--- config.mk ---
export PLATFORM = sky130hd
export DESIGN_NAME = circular_scan_disk_scheduler
export DESIGN_NICKNAME = d
export VERILOG_FILES = /design/src/design/csds_pkg.sv /design/src/design/csds_ctrl.sv /design/src/design/csds_datapath.sv /design/src/design/circular_scan_disk_scheduler.sv
export SDC_FILE = /design/constraint.sdc
export NUM_CORES = 2
export LEC_CHECK = 0
export BUFFER_PORTS_ARGS = -buffer_cell sky130_fd_sc_hd__clkbuf_2
export CORE_ASPECT_RATIO = 2
export CORE_MARGIN = 3
export CORE_UTILIZATION = 39
export DETAILED_ROUTE_END_ITERATION = 6
export GPL_ROUTABILITY_DRIVEN = 0
export HOLD_SLACK_MARGIN = 0.08
export PLACE_DENSITY = 0.61
export REMOVE_ABC_BUFFERS = 1
export SLEW_MARGIN = 20
export SYNTH_ARGS = -nofsm -noshare
export SYNTH_HDL_FRONTEND = slang
export SYNTH_SLANG_ARGS = --single-unit
--- constraint.sdc ---
create_clock -name aclk -period 13.15 [get_ports aclk]
set_clock_uncertainty 0.05 [all_clocks]
set_input_delay 1.315 -clock aclk [delete_from_list [all_inputs] [get_ports aclk]]
set_output_delay 1.315 -clock aclk [all_outputs]
set_load 0.05 [all_outputs]
--- src/design/csds_pkg.sv ---
// Shared constants, types and command/status structs of the C-SCAN disk scheduler.
package csds_pkg;

    localparam int MAX_REQ     = 32;
    localparam int TRACK_BITS  = 16;
    localparam int TRACK_W     = 16;
    localparam int MOVE_W      = 18;
    localparam int CNT_W       = $clog2(MAX_REQ + 1);
    localparam int IDX_W       = (MAX_REQ > 1) ? $clog2(MAX_REQ) : 1;
    localparam int CFG_IDX_W   = 2;
    localparam int CFG_DATA_W  = 16;
    localparam int S_TDATA_W   = 16;
    localparam int M_TDATA_W   = 40;
    localparam int M_PAD_W     = M_TDATA_W - TRACK_W - MOVE_W;

    localparam logic [CFG_IDX_W-1:0] REG_TOP_TRACK  = 2'd0;
    localparam logic [CFG_IDX_W-1:0] REG_START_HEAD = 2'd1;
    localparam logic [CFG_IDX_W-1:0] REG_SWEEP_UP   = 2'd2;

    localparam logic [TRACK_BITS-1:0] TOP_TRACK_RST = TRACK_BITS'(199);

    typedef enum logic [2:0] {
        ST_LOAD,
        ST_START,
        ST_SEARCH,
        ST_PASS1,
        ST_BOUND1,
        ST_BOUND2,
        ST_PASS2
    } state_t;

    typedef enum logic [1:0] {
        SEL_REQ,
        SEL_TOP,
        SEL_ZERO
    } visit_sel_t;

    typedef struct packed {
        logic             load;
        logic             start;
        logic             emit;
        visit_sel_t       sel;
        logic             boundary;
        logic             last;
        logic             done;
        logic [IDX_W-1:0] rd_idx;
    } dp_cmd_t;

    typedef struct packed {
        logic [CNT_W-1:0] count;
        logic             rd_lt;
        logic             sweep_up;
        logic             out_free;
    } dp_stat_t;

endpackage

--- src/design/csds_ctrl.sv ---
// Controller of the C-SCAN scheduler: batch phases, split search and service order indexes.
module csds_ctrl (
    input  logic                aclk,
    input  logic                aresetn,
    input  logic                s_tvalid,
    input  logic                s_tlast,
    output logic                s_tready,
    input  csds_pkg::dp_stat_t  stat,
    output csds_pkg::dp_cmd_t   cmd
);
    import csds_pkg::*;

    state_t           state_reg, state_next;
    logic [CNT_W-1:0] lo_reg, lo_next;
    logic [CNT_W-1:0] hi_reg, hi_next;
    logic [CNT_W-1:0] pos_reg, pos_next;
    logic [CNT_W-1:0] split_reg, split_next;

    logic [CNT_W:0]   mid_sum;
    logic [CNT_W-1:0] mid;
    logic [CNT_W-1:0] pos_inc, pos_dec, req_idx;
    logic             up, more1, more2, last2, bound2_last;

    assign up          = stat.sweep_up;
    assign mid_sum     = {1'b0, lo_reg} + {1'b0, hi_reg};
    assign mid         = mid_sum[CNT_W:1];
    assign pos_inc     = pos_reg + CNT_W'(1);
    assign pos_dec     = pos_reg - CNT_W'(1);
    // Descending passes keep pos one above the entry being served.
    assign req_idx     = up ? pos_reg : pos_dec;
    assign more1       = up ? (pos_reg < stat.count) : (pos_reg != '0);
    assign more2       = up ? (pos_reg < split_reg) : (pos_reg > split_reg);
    assign last2       = up ? (pos_inc == split_reg) : (pos_dec == split_reg);
    assign bound2_last = up ? (split_reg == '0) : (split_reg == stat.count);

    always_ff @(posedge aclk) begin
        if (!aresetn) begin
            state_reg <= ST_LOAD;
            lo_reg    <= '0;
            hi_reg    <= '0;
            pos_reg   <= '0;
            split_reg <= '0;
        end else begin
            state_reg <= state_next;
            lo_reg    <= lo_next;
            hi_reg    <= hi_next;
            pos_reg   <= pos_next;
            split_reg <= split_next;
        end
    end

    always_comb begin
        state_next = state_reg;
        lo_next    = lo_reg;
        hi_next    = hi_reg;
        pos_next   = pos_reg;
        split_next = split_reg;
        case (state_reg)
            ST_LOAD: begin
                if (s_tvalid && s_tlast) begin
                    state_next = ST_START;
                end
            end
            ST_START: begin
                lo_next    = '0;
                hi_next    = stat.count;
                state_next = ST_SEARCH;
            end
            ST_SEARCH: begin
                // Lower-bound binary search: first entry not below the head.
                if (lo_reg < hi_reg) begin
                    if (stat.rd_lt) begin
                        lo_next = mid + CNT_W'(1);
                    end else begin
                        hi_next = mid;
                    end
                end else begin
                    split_next = lo_reg;
                    pos_next   = lo_reg;
                    state_next = ST_PASS1;
                end
            end
            ST_PASS1: begin
                if (more1) begin
                    if (stat.out_free) begin
                        pos_next = up ? pos_inc : pos_dec;
                    end
                end else begin
                    state_next = ST_BOUND1;
                end
            end
            ST_BOUND1: begin
                if (stat.out_free) begin
                    state_next = ST_BOUND2;
                end
            end
            ST_BOUND2: begin
                if (stat.out_free) begin
                    if (bound2_last) begin
                        state_next = ST_LOAD;
                    end else begin
                        state_next = ST_PASS2;
                        pos_next   = up ? '0 : stat.count;
                    end
                end
            end
            ST_PASS2: begin
                if (more2) begin
                    if (stat.out_free) begin
                        pos_next = up ? pos_inc : pos_dec;
                        if (last2) begin
                            state_next = ST_LOAD;
                        end
                    end
                end else begin
                    state_next = ST_LOAD;
                end
            end
            default: begin
                state_next = ST_LOAD;
            end
        endcase
    end

    always_comb begin
        cmd        = '0;
        cmd.sel    = SEL_REQ;
        cmd.rd_idx = req_idx[IDX_W-1:0];
        s_tready   = 1'b0;
        case (state_reg)
            ST_LOAD: begin
                s_tready = 1'b1;
                cmd.load = s_tvalid;
            end
            ST_START: begin
                cmd.start = 1'b1;
            end
            ST_SEARCH: begin
                cmd.rd_idx = mid[IDX_W-1:0];
            end
            ST_PASS1: begin
                cmd.emit = more1 && stat.out_free;
            end
            ST_BOUND1: begin
                cmd.emit     = stat.out_free;
                cmd.sel      = up ? SEL_TOP : SEL_ZERO;
                cmd.boundary = 1'b1;
            end
            ST_BOUND2: begin
                cmd.emit     = stat.out_free;
                cmd.sel      = up ? SEL_ZERO : SEL_TOP;
                cmd.boundary = 1'b1;
                cmd.last     = bound2_last;
                cmd.done     = stat.out_free && bound2_last;
            end
            ST_PASS2: begin
                cmd.emit = more2 && stat.out_free;
                cmd.last = last2;
                cmd.done = !more2 || (stat.out_free && last2);
            end
            default: begin
                cmd = '0;
            end
        endcase
    end

endmodule

--- src/design/csds_datapath.sv ---
// Datapath of the C-SCAN scheduler: sorted request store, registers, movement sum, result register.
module csds_datapath (
    input  logic                            aclk,
    input  logic                            aresetn,
    input  logic [csds_pkg::TRACK_W-1:0]    track,
    input  logic                            cfg_wr_en,
    input  logic [csds_pkg::CFG_IDX_W-1:0]  cfg_index,
    input  logic [csds_pkg::CFG_DATA_W-1:0] cfg_wdata,
    input  csds_pkg::dp_cmd_t               cmd,
    output csds_pkg::dp_stat_t              stat,
    input  logic                            m_tready,
    output logic                            m_tvalid,
    output logic [csds_pkg::M_TDATA_W-1:0]  m_tdata,
    output logic                            m_tuser,
    output logic                            m_tlast
);
    import csds_pkg::*;

    logic [TRACK_BITS-1:0] top_track_reg, start_head_reg;
    logic                  sweep_up_reg;
    logic [CNT_W-1:0]      count_reg, count_next;
    logic [TRACK_BITS-1:0] req_reg  [MAX_REQ];
    logic [TRACK_BITS-1:0] req_next [MAX_REQ];
    logic [MAX_REQ-1:0]    gt;
    logic [TRACK_BITS-1:0] trk;
    logic                  ins_en;

    logic [TRACK_BITS-1:0] head_reg;
    logic [MOVE_W-1:0]     sum_reg, sum_next;
    logic [TRACK_BITS-1:0] head_clamp, rd_raw, rd_val, visit, step_len;

    logic [TRACK_BITS-1:0] out_track_reg;
    logic [MOVE_W-1:0]     out_sum_reg;
    logic                  out_bnd_reg, out_last_reg;
    logic                  m_tvalid_reg, m_tvalid_next;
    logic                  out_free;

    assign trk    = track[TRACK_BITS-1:0];
    assign ins_en = cmd.load && (count_reg != CNT_W'(MAX_REQ));

    // Each entry either keeps its value, takes its lower neighbor, or takes the new track.
    for (genvar g = 0; g < MAX_REQ; g++) begin : g_slot
        localparam logic [CNT_W-1:0] SLOT = CNT_W'(g);
        assign gt[g] = (SLOT < count_reg) && (req_reg[g] > trk);
        if (g == 0) begin : g_first
            assign req_next[g] = (gt[g] || SLOT == count_reg) ? trk : req_reg[g];
        end else begin : g_rest
            assign req_next[g] = gt[g-1] ? req_reg[g-1] :
                                 (gt[g] || SLOT == count_reg) ? trk : req_reg[g];
        end
    end

    always_ff @(posedge aclk) begin
        if (ins_en) begin
            req_reg <= req_next;
        end
    end

    always_comb begin
        count_next = count_reg;
        if (cmd.done) begin
            count_next = '0;
        end else if (ins_en) begin
            count_next = count_reg + CNT_W'(1);
        end
    end

    always_ff @(posedge aclk) begin
        if (!aresetn) begin
            top_track_reg  <= TOP_TRACK_RST;
            start_head_reg <= '0;
            sweep_up_reg   <= 1'b1;
            count_reg      <= '0;
        end else begin
            count_reg <= count_next;
            if (cfg_wr_en && cfg_index == REG_TOP_TRACK) begin
                top_track_reg <= cfg_wdata[TRACK_BITS-1:0];
            end
            if (cfg_wr_en && cfg_index == REG_START_HEAD) begin
                start_head_reg <= cfg_wdata[TRACK_BITS-1:0];
            end
            if (cfg_wr_en && cfg_index == REG_SWEEP_UP) begin
                sweep_up_reg <= cfg_wdata[0];
            end
        end
    end

    // Clamping is monotone, so the stored order still holds after clamping on read.
    assign head_clamp = (start_head_reg > top_track_reg) ? top_track_reg : start_head_reg;
    assign rd_raw     = req_reg[cmd.rd_idx];
    assign rd_val     = (rd_raw > top_track_reg) ? top_track_reg : rd_raw;

    always_comb begin
        case (cmd.sel)
            SEL_REQ:  visit = rd_val;
            SEL_TOP:  visit = top_track_reg;
            SEL_ZERO: visit = '0;
            default:  visit = '0;
        endcase
    end

    assign step_len = (head_reg >= visit) ? (head_reg - visit) : (visit - head_reg);
    assign sum_next = sum_reg + MOVE_W'(step_len);

    always_ff @(posedge aclk) begin
        if (!aresetn) begin
            head_reg <= '0;
            sum_reg  <= '0;
        end else if (cmd.start) begin
            head_reg <= head_clamp;
            sum_reg  <= '0;
        end else if (cmd.emit) begin
            head_reg <= visit;
            sum_reg  <= sum_next;
        end
    end

    assign out_free = !m_tvalid_reg || m_tready;

    always_comb begin
        m_tvalid_next = m_tvalid_reg;
        if (cmd.emit) begin
            m_tvalid_next = 1'b1;
        end else if (m_tready) begin
            m_tvalid_next = 1'b0;
        end
    end

    always_ff @(posedge aclk) begin
        if (!aresetn) begin
            m_tvalid_reg <= 1'b0;
        end else begin
            m_tvalid_reg <= m_tvalid_next;
        end
    end

    always_ff @(posedge aclk) begin
        if (cmd.emit) begin
            out_track_reg <= visit;
            out_sum_reg   <= sum_next;
            out_bnd_reg   <= cmd.boundary;
            out_last_reg  <= cmd.last;
        end
    end

    assign stat.count    = count_reg;
    assign stat.rd_lt    = rd_val < head_clamp;
    assign stat.sweep_up = sweep_up_reg;
    assign stat.out_free = out_free;

    assign m_tvalid = m_tvalid_reg;
    assign m_tdata  = {{M_PAD_W{1'b0}}, out_sum_reg, TRACK_W'(out_track_reg)};
    assign m_tuser  = out_bnd_reg;
    assign m_tlast  = out_last_reg;

endmodule

--- src/design/circular_scan_disk_scheduler.sv ---
// Top level of the C-SCAN disk scheduler: controller, datapath and checks.
// Loading: one request per cycle, inserted into the sorted register store in the cycle it transfers.
// After the request marked last: a setup state, then a binary search for the head split,
// then n+2 results for n stored requests at one per cycle while the result register is
// free, with none where the first pass ends; the result register sets the output rate.
// Reset (aresetn, synchronous, active low) empties the batch and restores the register
// defaults (top track 199, start head 0, sweep up); the request store is not cleared.
module circular_scan_disk_scheduler (
    input  logic                            aclk,
    input  logic                            aresetn,
    input  logic                            s_tvalid,
    output logic                            s_tready,
    input  logic [csds_pkg::S_TDATA_W-1:0]  s_tdata,   // [15:0] track
    input  logic                            s_tlast,   // last_request
    output logic                            m_tvalid,
    input  logic                            m_tready,
    output logic [csds_pkg::M_TDATA_W-1:0]  m_tdata,   // [15:0] visit_track, [33:16] total_movement
    output logic                            m_tuser,   // [0] is_boundary
    output logic                            m_tlast,   // last_visit
    input  logic                            cfg_wr_en,
    input  logic [csds_pkg::CFG_IDX_W-1:0]  cfg_index,
    input  logic [csds_pkg::CFG_DATA_W-1:0] cfg_wdata
);
    import csds_pkg::*;

    dp_cmd_t  cmd;
    dp_stat_t stat;

    csds_ctrl u_ctrl (
        .aclk     (aclk),
        .aresetn  (aresetn),
        .s_tvalid (s_tvalid),
        .s_tlast  (s_tlast),
        .s_tready (s_tready),
        .stat     (stat),
        .cmd      (cmd)
    );

    csds_datapath u_dp (
        .aclk      (aclk),
        .aresetn   (aresetn),
        .track     (s_tdata[TRACK_W-1:0]),
        .cfg_wr_en (cfg_wr_en),
        .cfg_index (cfg_index),
        .cfg_wdata (cfg_wdata),
        .cmd       (cmd),
        .stat      (stat),
        .m_tready  (m_tready),
        .m_tvalid  (m_tvalid),
        .m_tdata   (m_tdata),
        .m_tuser   (m_tuser),
        .m_tlast   (m_tlast)
    );

    // A final request ends loading until the whole batch has been scheduled.
    a_last_stops_load: assert property (@(posedge aclk) disable iff (!aresetn)
        s_tvalid && s_tready && s_tlast |=> !s_tready)
        else $error("input still ready after the final request of a batch");

    // A result never overwrites one that has not been transferred.
    a_emit_only_when_free: assert property (@(posedge aclk) disable iff (!aresetn)
        cmd.emit |-> stat.out_free)
        else $error("result issued while the result register is occupied");

    a_count_in_range: assert property (@(posedge aclk) disable iff (!aresetn)
        stat.count <= CNT_W'(MAX_REQ))
        else $error("request count beyond store depth");

    a_no_load_while_emit: assert property (@(posedge aclk) disable iff (!aresetn)
        cmd.load |-> !cmd.emit && !cmd.start)
        else $error("request loaded while a batch is being scheduled");

endmodule

==> results.md <==
CTS:
- The later pin in the worst-skew pair is clocked with a latency of 0.71 ns.
- The number of H-tree levels is 2.
- The clock net in this run drives a total of 649 sinks.
- The clock tree from TritonCTS is yes.
- In this run the deepest clock path goes through 3 buffers.
- The CTS buffer count is 59.
- The post-cts hold buffer count is 0.
- The clock slew at the register clock pins of the worst setup and hold paths is 0.08 ns.
- Once the clock tree was built, the setup fixing pass inserted 0 buffers.
- The count of cells resized by post-cts repair is 0.
- The tree is rooted in a clkbuf_16.

Synthesis:
- Counting instances in the post-synthesis netlist gives the leading cell types as ha_1, edfxtp_1, mux2_2, nand2_1, a21oi_1.
- The number of distinct library cells after synthesis is 89.
- The async set or reset register ratio after synthesis is 0%.
- The number of enable-type register cells in the synthesized netlist is 548.
- The share of synthesized area spent on multiplexers is 16.6%.
- Summed over all instances, the cell type with the most area after synthesis is edfxtp_1.
- Averaged over all synthesized cells, the footprint is 11.0 µm².
- Of the synthesized area, sequential elements account for 38.7%.
- The post-synthesis instance area is 0.0478 mm².
- The top cell type by area accounts for 34.5% of the synthesized area.
- The combinational family with the most area after synthesis is adder cells.
- By instance count, the leading cell after synthesis is ha_1.
- Of the total synthesized cell area, the portion taken by XOR and XNOR cells is 1.21%.
- The complex-gate fraction of the synthesized area is 13.3%.
- In the post-synthesis netlist, the biggest area contributors are edfxtp_1, ha_1, mux2_2.
- After technology mapping, the gate count stands at 4325.
- The predominant post-synthesis flop cell is edfxtp_1.
- Synthesis inferred 649 register bits.
- The area share of and/or/nand/nor cells after synthesis is 10.0%.
- The adder and majority gate portion of the synthesized area is 16.8%.
- The number of warnings printed during yosys synthesis is 0.

Floorplan:
- The total I/O pin count is 84.
- Row generation in the floorplan step produced 181 rows.
- The region available for standard cell placement spans 0.122 mm².
- The die outline width is 253 µm.
- Once the floorplan was initialized, standard cells occupied 39.3% of the core.
- The die height is 501 µm.
- The die covers 0.127 mm².

Layout:
- For this run, the share of the core covered by cells in the final layout is 43.4%.
- From synthesis to final layout, the design area changed by 10.4%.
- The fraction of final layout cells with drive strength greater than 1 is 21.5%.
- The count of nets after finishing is 5052.
- After the flow finishes, the layout carries non-filler instances totaling 5980.
- With fillers left out, the area of the finished cells amounts to 0.0527 mm².
- The flip-flop count of the largest register, all copies and words added is 512.

Critical path:
- STA puts the critical path data required time at 13.56 ns.
- Of all nets on the critical path, the largest fanout is 18.
- On the worst path, the slowest cell contributes a delay of 0.57 ns.
- On the critical path, the stage with the largest delay is an instance of or2_4.
- The most frequent cell on the critical path is a21oi_1.
- The startpoint-to-endpoint class of the critical path is reg2reg.
- For flop-to-flop paths, the worst setup slack is 1.46 ns.
- The sort of element at the start of the critical path is a flip-flop.
- The element type at the critical path end is a flip-flop.
- Data arrives at the worst endpoint at 12.10 ns.

Detailed routing:
- For this run, design rule violations remaining after detail routing come to 0.
- Summing over every cut layer, the via total after detailed routing is 37500.
- The initial detailed-routing violation count is 2750.
- Dividing the detail-routed via count by the number of cells gives 6.27.
- The routed wire length per instance is 29.3 µm.
- The remaining antenna violation count after routing is 0.
- Wires add up to 175 mm.
- The first-pass iteration count of the detailed router is 7.

GRT:
- The first global-routing pass estimated 253 mm of wire.
- Summed over all layers, the global routing overflow is 0.
- The initial antenna violation count was 12.
- Global routing consumed, over all layers together, 27.2% of the routing resources.
- The pin count of the biggest net entering global routing is 56.
- The via count of the first global-routing pass is 38900.

Pwr:
- The reported net switching power is 0.00390 W.
- The sequential power share is 27.0%.
- In this run the power density over the cells is 174 mW/mm².
- The clock network accounts for 21.7% of the total power.
- The internal portion of the total power is 0.00527 W.
- The power share of the combinational group is 51.3%.
- The worst-case vdd ir drop is 0.000145 V.
- The switching power share of the total is 42.5%.
- The analysis attributes to cell leakage a power of 20.4 nW.

STA:
- The setup total negative slack is 0 ns.
- The remaining max-slew budget at the tightest pin is 19.8%.
- The number of setup violations in the final report is 0.
- The number of endpoints with negative hold slack in the final report was 0.
- The maximum operating frequency is 85.5 MHz.
- Setup repair after global routing left no endpoint under its margin.
- For the pin with the worst max-slew slack, the measured transition is 1.17 ns.
- The final critical-path required period is 11.69 ns.
- Setup slack on the critical path of the routed design comes to 1.46 ns.
- The final-report max-slew violation count was 0.
- The worst path uses 88.9% of the clock period.

Placement:
- The number of placed instances, taps included is 5864.
- In this run the cell area measured after placement is 0.0505 mm².
- The count of input and output buffers is 77.
- At the placement stage, the worst setup path has a slack of 1.54 ns.
- Summed over all nets, the half-perimeter wirelength after detailed placement is 135 mm.

Run status:
- The flow ran to the end, and the final reports show no timing, DRC or antenna violations.

Flow run:
- The number of max-capacitance violations reported is 0.

Worst hold path:
- The min-delay analysis places its worst path in the category reg2reg.
per-layer routing:
| layer | vias to the layer above | GRT usage, % | share of wire (%) |
|---|---|---|---|
| met5 | - | 0 | 0.040 |
| met4 | 12 | 27.1 | 12 |
| met3 | 712 | 4.71 | 5.6 |
| met2 | 1608 | 49.9 | 52 |
| met1 | 18500 | 24.3 | 31 |
| li1 | 16700 | - | - |
kinds of logic after synthesis:
group / count (synthesis)
AOI/OAI and AO/OA: 997
DFF: 649
and+or+nand+nor: 987
adders and majority gates: 640
other: 1
buffers and inverters: 398
xor gates and xnor gates: 66
muxes: 587
worst max-delay path: cells and delay by family (launching register included):
kind | cells | cell delay [ns]
AOI/OAI and AO/OA | 16 | 4.04
DFF | 1 | 0.43
muxes | 2 | 0.89
adders and majority gates | 4 | 1.60
xor gates and xnor gates | 2 | 0.21
buffers and inverters | 7 | 1.49
and+or+nand+nor | 11 | 2.72
metrics by stage:
stage,total power (W),hold WS (ns)
2_1_floorplan,0.00570,0.391
3_3_place_gp,0.00704,0.398
3_5_place_dp,0.00710,0.405
4_1_cts,0.00909,0.415
5_1_grt,0.00960,0.428
6_report,0.00916,0.415
cell usage in the layout, fill, tap and decap left out, types with 64 or more instances in the layout:
cell type and count:
inv_1 158, o21ai_0 189, buf_4 124, nand4_1 119
a21o_1 150, clkbuf_2 77, a21oi_1 300, mux2_2 448
ha_1 636, edfxtp_1 548, nor2b_1 68, o21a_1 64
dfxtp_1 101, mux4_2 121, nor2_1 183, nand2_1 371
final timing paths:
kind                                                    start                             end  cells after the start
worst max-delay path            u_ctrl.lo_reg[1]$_SDFFE_PN0P_  u_dp.out_sum_reg[17]$_DFFE_PP_                     42
worst min-delay path             u_dp.sum_reg[0]$_SDFFE_PP0P_    u_dp.sum_reg[0]$_SDFFE_PP0P_                      2
worst max register to register  u_ctrl.lo_reg[1]$_SDFFE_PN0P_  u_dp.out_sum_reg[17]$_DFFE_PP_                     42
worst min register to register   u_dp.sum_reg[0]$_SDFFE_PP0P_    u_dp.sum_reg[0]$_SDFFE_PP0P_                      2
power by group through the flow:
stage / registers [W] / logic, W / clock network [W]
2_1_floorplan: 0.00257 / 0.00313 / 0
3_3_place_gp: 0.00251 / 0.00453 / 0
3_5_place_dp: 0.00251 / 0.00459 / 0
4_1_cts: 0.00247 / 0.00460 / 0.00201
5_1_grt: 0.00248 / 0.00504 / 0.00208
6_report: 0.00247 / 0.00470 / 0.00199
area by class of cell:
class                           count  area (µm²)
Sequential cell                   649       18500
Inverter                          171         642
Clock inverter                     38         497
Multi-Input combinational cell   3283       28100
Fill cell                       11400       68900
Clock buffer                       71        1640
Timing Repair Buffer              208        1440
Tap cell                         1555        1950
Antenna cell                        5        12.5
No activity file was read; power rests on OpenSTA's default activity.
